$ cat src/dcp_pkg.sv
package dcp_pkg;

    typedef enum logic [4:0] {
        PH_SEP  = 5'b00001,
        PH_NAME = 5'b00010,
        PH_EQ   = 5'b00100,
        PH_BVAL = 5'b01000,
        PH_QVAL = 5'b10000
    } phase_t;

    typedef logic [2:0] kind_t;

    localparam kind_t KIND_NONE      = 3'd0;
    localparam kind_t KIND_REALM     = 3'd1;
    localparam kind_t KIND_OPAQUE    = 3'd4;
    localparam kind_t KIND_STALE     = 3'd5;
    localparam kind_t KIND_ALGORITHM = 3'd6;
    localparam kind_t KIND_QOP       = 3'd7;

    localparam logic [2:0] ALG_MD5  = 3'b001;
    localparam logic [2:0] ALG_SESS = 3'b010;
    localparam logic [2:0] ALG_SPEC = 3'b100;

    localparam logic [1:0] QOP_AUTH     = 2'b01;
    localparam logic [1:0] QOP_AUTH_INT = 2'b10;

    localparam logic [7:0] CH_SPACE = 8'h20;
    localparam logic [7:0] CH_TAB   = 8'h09;
    localparam logic [7:0] CH_CR    = 8'h0d;
    localparam logic [7:0] CH_LF    = 8'h0a;
    localparam logic [7:0] CH_COMMA = 8'h2c;
    localparam logic [7:0] CH_EQUAL = 8'h3d;
    localparam logic [7:0] CH_QUOTE = 8'h22;

    localparam int NUM_NAMES = 7;

    // Keywords are held left-justified in nine characters, padded with spaces.
    localparam logic [71:0] NAME_STR [NUM_NAMES] = '{
        "realm    ", "domain   ", "nonce    ", "opaque   ",
        "stale    ", "algorithm", "qop      "
    };
    localparam logic [3:0] NAME_LEN [NUM_NAMES] = '{
        4'd5, 4'd6, 4'd5, 4'd6, 4'd5, 4'd9, 4'd3
    };

    localparam logic [71:0] ALG_STR [2] = '{"md5      ", "md5-sess "};
    localparam logic [3:0]  ALG_LEN [2] = '{4'd3, 4'd8};
    localparam logic [71:0] TOK_STR [2] = '{"auth     ", "auth-int "};
    localparam logic [3:0]  TOK_LEN [2] = '{4'd4, 4'd8};
    localparam logic [71:0] TRUE_STR    = "true     ";
    localparam logic [3:0]  TRUE_LEN    = 4'd4;

    localparam logic [3:0] LEN_MAX = 4'd15;

    typedef struct packed {
        logic       value_valid;
        logic       value_start;
        logic [1:0] value_field;
        logic [7:0] value_byte;
        logic       done_res;
        logic       parse_status;
        logic       stale_flag;
        logic       alg_given;
        logic       alg_plain;
        logic       alg_session;
        logic       qop_basic;
        logic       qop_integrity;
    } result_t;

    function automatic logic [7:0] to_lower(input logic [7:0] c);
        logic [7:0] r;
        r = c;
        if (c >= 8'h41 && c <= 8'h5a) begin
            r = c + 8'd32;
        end
        return r;
    endfunction

    function automatic logic is_space(input logic [7:0] c);
        return (c == CH_SPACE) || (c == CH_TAB) || (c == CH_CR) || (c == CH_LF);
    endfunction

    function automatic logic [3:0] sat_inc(input logic [3:0] v);
        return (v < LEN_MAX) ? v + 4'd1 : v;
    endfunction

    function automatic logic [7:0] kw_char(input logic [71:0] s, input logic [3:0] p);
        logic [7:0] r;
        unique case (p)
            4'd0:    r = s[71:64];
            4'd1:    r = s[63:56];
            4'd2:    r = s[55:48];
            4'd3:    r = s[47:40];
            4'd4:    r = s[39:32];
            4'd5:    r = s[31:24];
            4'd6:    r = s[23:16];
            4'd7:    r = s[15:8];
            4'd8:    r = s[7:0];
            default: r = 8'h00;
        endcase
        return r;
    endfunction

    function automatic logic [1:0] finish_token(input logic [1:0] qop,
                                                input logic [3:0] len,
                                                input logic [1:0] mask);
        logic [1:0] r;
        r = qop;
        if (len == TOK_LEN[0] && mask[0]) begin
            r = qop | QOP_AUTH;
        end else if (len == TOK_LEN[1] && mask[1]) begin
            r = qop | QOP_AUTH_INT;
        end
        return r;
    endfunction

endpackage

$ cat src/digest_challenge_parser_unit.sv
// Digest challenge parser.
// The input channel (in_valid, in_stall, text_byte, end_of_text) takes the
// challenge text one byte per word, with the scheme prefix already removed,
// and a final word with end_of_text set that stands for the terminating NUL.
// The output channel (out_valid, out_stall and the result fields) carries
// value bytes of realm, domain, nonce and opaque, each tagged with its field
// and with value_start on the first word of a value, and one summary word
// with done_res set for the end word, holding the status, stale, algorithm
// and qop flags. Words that produce no result give nothing on the output.
// One input word is accepted every clock cycle unless stalled; its result,
// if any, is presented from the output register in the next cycle. The
// single output register decides the rate: while it holds a word that the
// receiver stalls, in_stall is raised and no input is taken. Reset clears
// the parser state to its start condition and empties the output register;
// after the end word the parser returns to the same start condition.
module digest_challenge_parser_unit
    import dcp_pkg::*;
(
    input  logic       clk,
    input  logic       rst_n,
    input  logic       in_valid,
    output logic       in_stall,
    input  logic [7:0] text_byte,
    input  logic       end_of_text,
    output logic       out_valid,
    input  logic       out_stall,
    output logic       value_valid,
    output logic       value_start,
    output logic [1:0] value_field,
    output logic [7:0] value_byte,
    output logic       done_res,
    output logic       parse_status,
    output logic       stale_flag,
    output logic       alg_given,
    output logic       alg_plain,
    output logic       alg_session,
    output logic       qop_basic,
    output logic       qop_integrity
);

    phase_t     phase_reg, phase_next;
    logic [3:0] name_length_reg, name_length_next;
    logic [6:0] name_mask_reg, name_mask_next;
    kind_t      value_kind_reg, value_kind_next;
    logic [3:0] value_length_reg, value_length_next;
    logic [2:0] value_mask_reg, value_mask_next;
    logic [3:0] token_length_reg, token_length_next;
    logic [1:0] token_mask_reg, token_mask_next;
    logic       stale_reg, stale_next;
    logic [2:0] algorithm_reg, algorithm_next;
    logic [1:0] qop_reg, qop_next;
    logic       out_valid_reg, out_valid_next;
    result_t    result_reg, result_next;

    logic       in_fire;
    logic       res_load;
    logic [7:0] lc;
    logic       sp;
    logic       is_sep;
    logic       is_name_end;
    logic       begin_val;
    logic       user_kind;

    logic [3:0] eff_nl;
    logic [6:0] eff_nm;
    logic [6:0] upd_nm;
    kind_t      fin_kind;
    logic       found;

    logic [3:0] eff_vl;
    logic [2:0] eff_vm;
    logic [3:0] eff_tl;
    logic [1:0] eff_tm;

    logic       fin_stale;
    logic [2:0] fin_alg;
    logic [1:0] fin_qop;

    logic [2:0] vc_vm;
    logic [3:0] vc_tl;
    logic [1:0] vc_tm;
    logic [1:0] vc_qop;

    assign in_stall = out_valid_reg & out_stall;
    assign in_fire  = in_valid & ~in_stall;

    assign lc          = to_lower(text_byte);
    assign sp          = is_space(text_byte);
    assign is_sep      = sp | (text_byte == CH_COMMA);
    assign is_name_end = sp | (text_byte == CH_EQUAL);
    assign begin_val   = (phase_reg == PH_EQ) & ~is_name_end;
    assign user_kind   = (value_kind_reg >= KIND_REALM) & (value_kind_reg <= KIND_OPAQUE);

    // Name matching; a separator phase starts a fresh name with this byte.
    assign eff_nl = (phase_reg == PH_SEP) ? 4'd0 : name_length_reg;
    assign eff_nm = (phase_reg == PH_SEP) ? 7'h7f : name_mask_reg;

    always_comb
    begin
        upd_nm = eff_nm;
        for (int i = 0; i < NUM_NAMES; i++)
        begin
            if (eff_nl >= NAME_LEN[i] || lc != kw_char(NAME_STR[i], eff_nl))
            begin
                upd_nm[i] = 1'b0;
            end
        end
    end

    always_comb
    begin
        fin_kind = KIND_NONE;
        found    = 1'b0;
        for (int i = 0; i < NUM_NAMES; i++)
        begin
            if (!found && eff_nm[i] && eff_nl == NAME_LEN[i])
            begin
                fin_kind = kind_t'(i + 1);
                found    = 1'b1;
            end
        end
    end

    // A value that begins on this byte sees freshly cleared match state.
    assign eff_vl = begin_val ? 4'd0   : value_length_reg;
    assign eff_vm = begin_val ? 3'b111 : value_mask_reg;
    assign eff_tl = begin_val ? 4'd0   : token_length_reg;
    assign eff_tm = begin_val ? 2'b11  : token_mask_reg;

    always_comb
    begin
        fin_stale = stale_reg;
        fin_alg   = algorithm_reg;
        fin_qop   = qop_reg;
        if (value_kind_reg == KIND_STALE)
        begin
            fin_stale = (eff_vl >= TRUE_LEN) & eff_vm[0];
        end
        else if (value_kind_reg == KIND_ALGORITHM)
        begin
            fin_alg = ALG_SPEC;
            if (eff_vl == ALG_LEN[0] && eff_vm[1])
            begin
                fin_alg = ALG_SPEC | ALG_MD5;
            end
            else if (eff_vl == ALG_LEN[1] && eff_vm[2])
            begin
                fin_alg = ALG_SPEC | ALG_SESS;
            end
        end
        else if (value_kind_reg == KIND_QOP && eff_tl != 4'd0)
        begin
            fin_qop = finish_token(qop_reg, eff_tl, eff_tm);
        end
    end

    always_comb
    begin
        vc_vm  = eff_vm;
        vc_tl  = eff_tl;
        vc_tm  = eff_tm;
        vc_qop = qop_reg;
        if (value_kind_reg == KIND_STALE)
        begin
            if (eff_vl < TRUE_LEN && lc != kw_char(TRUE_STR, eff_vl))
            begin
                vc_vm[0] = 1'b0;
            end
        end
        else if (value_kind_reg == KIND_ALGORITHM)
        begin
            for (int i = 0; i < 2; i++)
            begin
                if (eff_vl >= ALG_LEN[i] || lc != kw_char(ALG_STR[i], eff_vl))
                begin
                    vc_vm[i + 1] = 1'b0;
                end
            end
        end
        else if (value_kind_reg == KIND_QOP)
        begin
            if (is_sep)
            begin
                if (eff_tl != 4'd0)
                begin
                    vc_qop = finish_token(qop_reg, eff_tl, eff_tm);
                    vc_tl  = 4'd0;
                    vc_tm  = 2'b11;
                end
            end
            else
            begin
                for (int i = 0; i < 2; i++)
                begin
                    if (eff_tl >= TOK_LEN[i] || lc != kw_char(TOK_STR[i], eff_tl))
                    begin
                        vc_tm[i] = 1'b0;
                    end
                end
                vc_tl = sat_inc(eff_tl);
            end
        end
    end

    always_comb
    begin
        phase_next        = phase_reg;
        name_length_next  = name_length_reg;
        name_mask_next    = name_mask_reg;
        value_kind_next   = value_kind_reg;
        value_length_next = value_length_reg;
        value_mask_next   = value_mask_reg;
        token_length_next = token_length_reg;
        token_mask_next   = token_mask_reg;
        stale_next        = stale_reg;
        algorithm_next    = algorithm_reg;
        qop_next          = qop_reg;
        res_load          = 1'b0;
        result_next       = '0;

        if (in_fire)
        begin
            if (end_of_text)
            begin
                res_load             = 1'b1;
                result_next.done_res = 1'b1;
                result_next.parse_status = (phase_reg == PH_NAME) ||
                                           (phase_reg == PH_EQ) ||
                                           (phase_reg == PH_QVAL);
                if (phase_reg == PH_BVAL)
                begin
                    result_next.stale_flag    = fin_stale;
                    result_next.alg_given     = fin_alg[2];
                    result_next.alg_plain     = fin_alg[0];
                    result_next.alg_session   = fin_alg[1];
                    result_next.qop_basic     = fin_qop[0];
                    result_next.qop_integrity = fin_qop[1];
                end
                else
                begin
                    result_next.stale_flag    = stale_reg;
                    result_next.alg_given     = algorithm_reg[2];
                    result_next.alg_plain     = algorithm_reg[0];
                    result_next.alg_session   = algorithm_reg[1];
                    result_next.qop_basic     = qop_reg[0];
                    result_next.qop_integrity = qop_reg[1];
                end
                phase_next        = PH_SEP;
                name_length_next  = 4'd0;
                name_mask_next    = 7'h7f;
                value_kind_next   = KIND_NONE;
                value_length_next = 4'd0;
                value_mask_next   = 3'b111;
                token_length_next = 4'd0;
                token_mask_next   = 2'b11;
                stale_next        = 1'b0;
                algorithm_next    = ALG_MD5;
                qop_next          = 2'b00;
            end
            else
            begin
                unique case (phase_reg)
                    PH_SEP, PH_NAME:
                    begin
                        if (phase_reg == PH_SEP && is_sep)
                        begin
                            phase_next = PH_SEP;
                        end
                        else if (is_name_end)
                        begin
                            name_length_next = eff_nl;
                            name_mask_next   = eff_nm;
                            value_kind_next  = fin_kind;
                            phase_next       = PH_EQ;
                        end
                        else
                        begin
                            name_length_next = sat_inc(eff_nl);
                            name_mask_next   = upd_nm;
                            phase_next       = PH_NAME;
                        end
                    end
                    PH_EQ:
                    begin
                        if (!is_name_end)
                        begin
                            value_length_next = eff_vl;
                            value_mask_next   = eff_vm;
                            token_length_next = eff_tl;
                            token_mask_next   = eff_tm;
                            if (text_byte == CH_QUOTE || text_byte == CH_COMMA)
                            begin
                                if (text_byte == CH_QUOTE)
                                begin
                                    phase_next = PH_QVAL;
                                end
                                else
                                begin
                                    stale_next     = fin_stale;
                                    algorithm_next = fin_alg;
                                    qop_next       = fin_qop;
                                    phase_next     = PH_SEP;
                                end
                                if (user_kind)
                                begin
                                    res_load                = 1'b1;
                                    result_next.value_start = 1'b1;
                                    result_next.value_field = 2'(value_kind_reg - KIND_REALM);
                                end
                            end
                            else
                            begin
                                phase_next        = PH_BVAL;
                                value_length_next = sat_inc(eff_vl);
                                value_mask_next   = vc_vm;
                                token_length_next = vc_tl;
                                token_mask_next   = vc_tm;
                                qop_next          = vc_qop;
                                if (user_kind)
                                begin
                                    res_load                = 1'b1;
                                    result_next.value_valid = 1'b1;
                                    result_next.value_start = 1'b1;
                                    result_next.value_field = 2'(value_kind_reg - KIND_REALM);
                                    result_next.value_byte  = text_byte;
                                end
                            end
                        end
                    end
                    PH_BVAL, PH_QVAL:
                    begin
                        if ((phase_reg == PH_BVAL && is_sep) ||
                            (phase_reg == PH_QVAL && text_byte == CH_QUOTE))
                        begin
                            stale_next     = fin_stale;
                            algorithm_next = fin_alg;
                            qop_next       = fin_qop;
                            if (value_kind_reg == KIND_QOP && eff_tl != 4'd0)
                            begin
                                token_length_next = 4'd0;
                                token_mask_next   = 2'b11;
                            end
                            phase_next = PH_SEP;
                        end
                        else
                        begin
                            value_length_next = sat_inc(eff_vl);
                            value_mask_next   = vc_vm;
                            token_length_next = vc_tl;
                            token_mask_next   = vc_tm;
                            qop_next          = vc_qop;
                            if (user_kind)
                            begin
                                res_load                = 1'b1;
                                result_next.value_valid = 1'b1;
                                result_next.value_field = 2'(value_kind_reg - KIND_REALM);
                                result_next.value_byte  = text_byte;
                            end
                        end
                    end
                    default:
                    begin
                        phase_next = PH_SEP;
                    end
                endcase
            end
        end
    end

    always_comb
    begin
        if (in_fire && res_load)
        begin
            out_valid_next = 1'b1;
        end
        else if (!out_stall)
        begin
            out_valid_next = 1'b0;
        end
        else
        begin
            out_valid_next = out_valid_reg;
        end
    end

    always_ff @(posedge clk or negedge rst_n)
    begin
        if (!rst_n)
        begin
            phase_reg        <= PH_SEP;
            name_length_reg  <= 4'd0;
            name_mask_reg    <= 7'h7f;
            value_kind_reg   <= KIND_NONE;
            value_length_reg <= 4'd0;
            value_mask_reg   <= 3'b111;
            token_length_reg <= 4'd0;
            token_mask_reg   <= 2'b11;
            stale_reg        <= 1'b0;
            algorithm_reg    <= ALG_MD5;
            qop_reg          <= 2'b00;
            out_valid_reg    <= 1'b0;
        end
        else
        begin
            phase_reg        <= phase_next;
            name_length_reg  <= name_length_next;
            name_mask_reg    <= name_mask_next;
            value_kind_reg   <= value_kind_next;
            value_length_reg <= value_length_next;
            value_mask_reg   <= value_mask_next;
            token_length_reg <= token_length_next;
            token_mask_reg   <= token_mask_next;
            stale_reg        <= stale_next;
            algorithm_reg    <= algorithm_next;
            qop_reg          <= qop_next;
            out_valid_reg    <= out_valid_next;
        end
    end

    always_ff @(posedge clk)
    begin
        if (in_fire && res_load)
        begin
            result_reg <= result_next;
        end
    end

    assign out_valid     = out_valid_reg;
    assign value_valid   = result_reg.value_valid;
    assign value_start   = result_reg.value_start;
    assign value_field   = result_reg.value_field;
    assign value_byte    = result_reg.value_byte;
    assign done_res      = result_reg.done_res;
    assign parse_status  = result_reg.parse_status;
    assign stale_flag    = result_reg.stale_flag;
    assign alg_given     = result_reg.alg_given;
    assign alg_plain     = result_reg.alg_plain;
    assign alg_session   = result_reg.alg_session;
    assign qop_basic     = result_reg.qop_basic;
    assign qop_integrity = result_reg.qop_integrity;

endmodule
$ cat config.mk
export PLATFORM = sky130hd
export DESIGN_NAME = digest_challenge_parser_unit
export DESIGN_NICKNAME = d
export VERILOG_FILES = /design/src/dcp_pkg.sv /design/src/digest_challenge_parser_unit.sv
export SDC_FILE = /design/constraint.sdc
export NUM_CORES = 1
export LEC_CHECK = 0
export BUFFER_PORTS_ARGS = -buffer_cell sky130_fd_sc_hd__buf_2
export CORE_MARGIN = 2
export CORE_UTILIZATION = 40
export CTS_CLUSTER_DIAMETER = 150
export DETAILED_ROUTE_END_ITERATION = 10
export PLACE_DENSITY_LB_ADDON = 0.05
export SYNTH_ARGS = -nofsm -noshare
export SYNTH_HDL_FRONTEND = slang
export SYNTH_SLANG_ARGS = --single-unit
$ cat constraint.sdc
create_clock -name clk -period 3.2 [get_ports clk]
set_input_delay 0.64 -clock clk [delete_from_list [all_inputs] [get_ports clk]]
set_output_delay 0.64 -clock clk [all_outputs]
set_load 0.02 [all_outputs]
==> run metrics <==
clock share of power=34.7%; Max Fclk=327 MHz; Layout area overhead=28.8%; CP Data Required Time=3.47 ns; Comb pwr share=35.2%; most common cell after layout, fill and taps aside=buf_4; Period minus WS final=3.06 ns; RSZ-0062 raised after global routing=false; LEAKAGE=2.94 nW; setup violators final=0; distinct cell type count after synthesis=84; Net Sw Frac=35.0%; Worst Setup Path Type=primary input to flip-flop; pre-CTS setup slack=-0.314 ns; Final Skew=0.00637 ns; CP Max Fanout=8; Skew-Pair Late Insertion Delay=0.35 ns; final hold vios=0; Mapped Cells=687; flip-flop count of the largest register after layout=8; clk buf depth=2; Worst Reg-to-Reg Cells=10; post-synthesis sequential area ratio=29.3%; global-route usage over all layers=28.5%; sequential share of power=30.1%; total core area=0.0133 sq mm; Root Buffer=clkbuf_16; RePlAce Congestion=0.929; first-pass GRT wire length=32,100 microns; Hold WC Path Type=primary input to asynchronous set/reset pin; vias per cell=6.09; nets@finish=837; sw power=1.09 mW; Pwr per Cell Area=442 mW/mm^2; DR vias=6,002; Post-Syn Nets=720; n_diodes=0; post-route antenna net violation count=0; max-slew violations=0; initial antenna violation count=0; Die ar.=0.0146 sq mm; Post-CTS Hold Fix Bufs=0; HPWL Detailed=15,600 microns; P_int=2.02 mW; Top Ports=35; max cap viols=0; reg-to-reg slack, setup=0.16 ns; Non-Filler Instances=985; DRC Markers=0; Yosys reg bits=59; layout cells sized above 1=28.4%; largest net degree at the start of global routing=40; Detailed Route Iter0 Violations=392; Die Y-Extent=121 microns; commonest cells after routing, fill and taps aside=123 x buf_4, 70 x nor2_1, 52 x nand2_1, 48 x o21ai_0, 39 x a21oi_1; Max IR drop VDD=0.358 mV; Critical R2R Launch=phase_reg[2]; setup ws final=0.139 ns; Synth Area per Inst=7.93 sq um; drt total wl=20,300 microns; placed cell area=0.00662 sq mm; Main synth FF type=dfrtp_1; Worst EP arrival=3.33 ns; H-Tree Depth=3; period utilization=95.6%; slew of the pin with the lowest slew margin=0.968 ns; Pre-antenna DRT Iters=5; clock-pin transition on the worst setup and hold timing paths=0.06 ns; post-route cell area=0.00702 sq mm; dpl cells=967; starting density of the core=41.0%; clock sink total=59; crit end category=flip-flop; wire per inst=20.6 microns; std cell rows=42; gr ovfl total=0; PortBufs=34; FFs w/ async S/R, synth=66.1%; Post-synth EDFFs=20; status=finished clean; startpoint types=primary input; TritonCTS buffer count=9; CTS tree=yes; Post-Syn Area=0.00545 sq mm; vias in the first global route=5,883; Rel. slew slack=35.5%; FF-to-FF End=name_mask_reg[5]; YS warnings=0; Die Wd=121 microns
[kinds of logic (layout without fill, tap and decap cells)]
kind of cell / after synthesis / in the layout / share of synthesized area (%)
multiplexers: 9 / 9 / 1.75
AND/OR/NAND/NOR: 259 / 259 / 24.3
adder cells (fa/ha/maj): 20 / 20 / 4.59
flip-flops: 59 / 59 / 29.3
AO/OA/AOI/OAI: 228 / 228 / 29.1
XOR/XNOR: 30 / 30 / 4.82
buffers and inverters: 82 / 204 / 6.13
[Yosys cell counts (4+ instances only)]
master	instances	area (sq um)
a22o_1	6	52.6
o211ai_1	7	52.6
edfxtp_1	20	601
a211oi_1	14	105
or3_1	9	56.3
or4_1	4	30.0
a2111oi_0	6	52.6
nor2b_1	6	37.5
a21oi_1	39	195
nor3_1	16	80.1
nand4_1	14	87.6
xnor2_1	25	219
buf_1	4	15.0
mux2i_1	5	50.1
nor3b_1	5	37.5
o21ai_0	48	240
a21boi_0	5	37.5
mux2_2	4	45.0
a31oi_1	15	93.8
dfstp_2	14	368
xor2_1	5	43.8
dfrtp_1	25	626
a2bb2oi_1	7	61.3
o2111ai_1	4	35.0
ha_1	20	250
and2_1	7	43.8
o22ai_1	6	37.5
clkbuf_1	43	161
nand3_1	23	115
and3_1	9	56.3
nor4_1	7	43.8
nor2_1	71	267
a311oi_1	4	35.0
a22oi_1	5	37.5
nand2_1	55	206
inv_1	29	109
o31ai_1	7	52.6
nand2b_1	12	75.1
[area by class of cell]
type	count	area, sq um
Fill cell	1302	6280
Multi-Input combinational cell	546	3640
Sequential cell	59	1590
Timing Repair Buffer	159	1120
Clock buffer	9	225
Tap cell	176	220
Inverter	29	109
Clock inverter	7	100
[through the flow]
| stage | hold WS, ns | power, mW | TNS [ns] | utilization, % |
|---|---|---|---|---|
| 6_report | 0.436 | 3.10 | 0 | 52.8 |
| 3_3_place_gp | 0.490 | 2.01 | -3.39 | 49.8 |
| 4_1_cts | 0.478 | 3.10 | 0 | 52.2 |
| 3_5_place_dp | 0.499 | 2.01 | -4.45 | 49.8 |
| 5_1_grt | 0.521 | 3.26 | 0 | 52.8 |
| 2_1_floorplan | 0.344 | 1.64 | -1.59 | - |
[worst max path at each step]
stage                  from                   to  slack [ns]  cells after the start
3_3_place_gp   text_byte[4]  token_length_reg[1]       -0.21                     11
2_1_floorplan  text_byte[2]    token_mask_reg[1]       -0.41                     17
3_5_place_dp   text_byte[4]    token_mask_reg[1]       -0.31                     13
5_1_grt        text_byte[4]    token_mask_reg[1]        0.01                     13
4_1_cts        text_byte[4]    token_mask_reg[1]        0.05                     13
6_report       text_byte[4]    token_mask_reg[1]        0.14                     13
[worst max-delay path, cell delays in order]
cell and delay [ns]:
buf_2 0.10, or4_4 0.53, a211o_1 0.32, nand3_4 0.16, nand2_1 0.13, ha_4 0.19, nor2b_4 0.13, nor4b_4 0.26
mux2i_1 0.11, a211o_1 0.31, o31ai_2 0.08, nand4_1 0.15, a211oi_2 0.20
[layer usage]
layer	routed length [microns]	up-vias	GRT usage [%]
met1	8520	2878	36.3
met4	1010	0	15.8
met2	9610	240	46.2
li1	-	2816	-
met5	0	-	0
met3	1170	68	4.34
[repair_timing]
item                                    CTS  global route
endpoints found under the setup margin    0            31
resized for setup                         0            14
buffers inserted                          0             2
[power by group through the flow]
stage	Combinational, mW	Sequential [mW]	Clock [mW]
after global placement	1.06	0.943	0
after detailed placement	1.07	0.946	0
after global routing	1.20	0.942	1.12
after floorplan	0.697	0.944	0
after CTS	1.07	0.933	1.09
final	1.09	0.933	1.08
(Power assumes the default switching activity.)
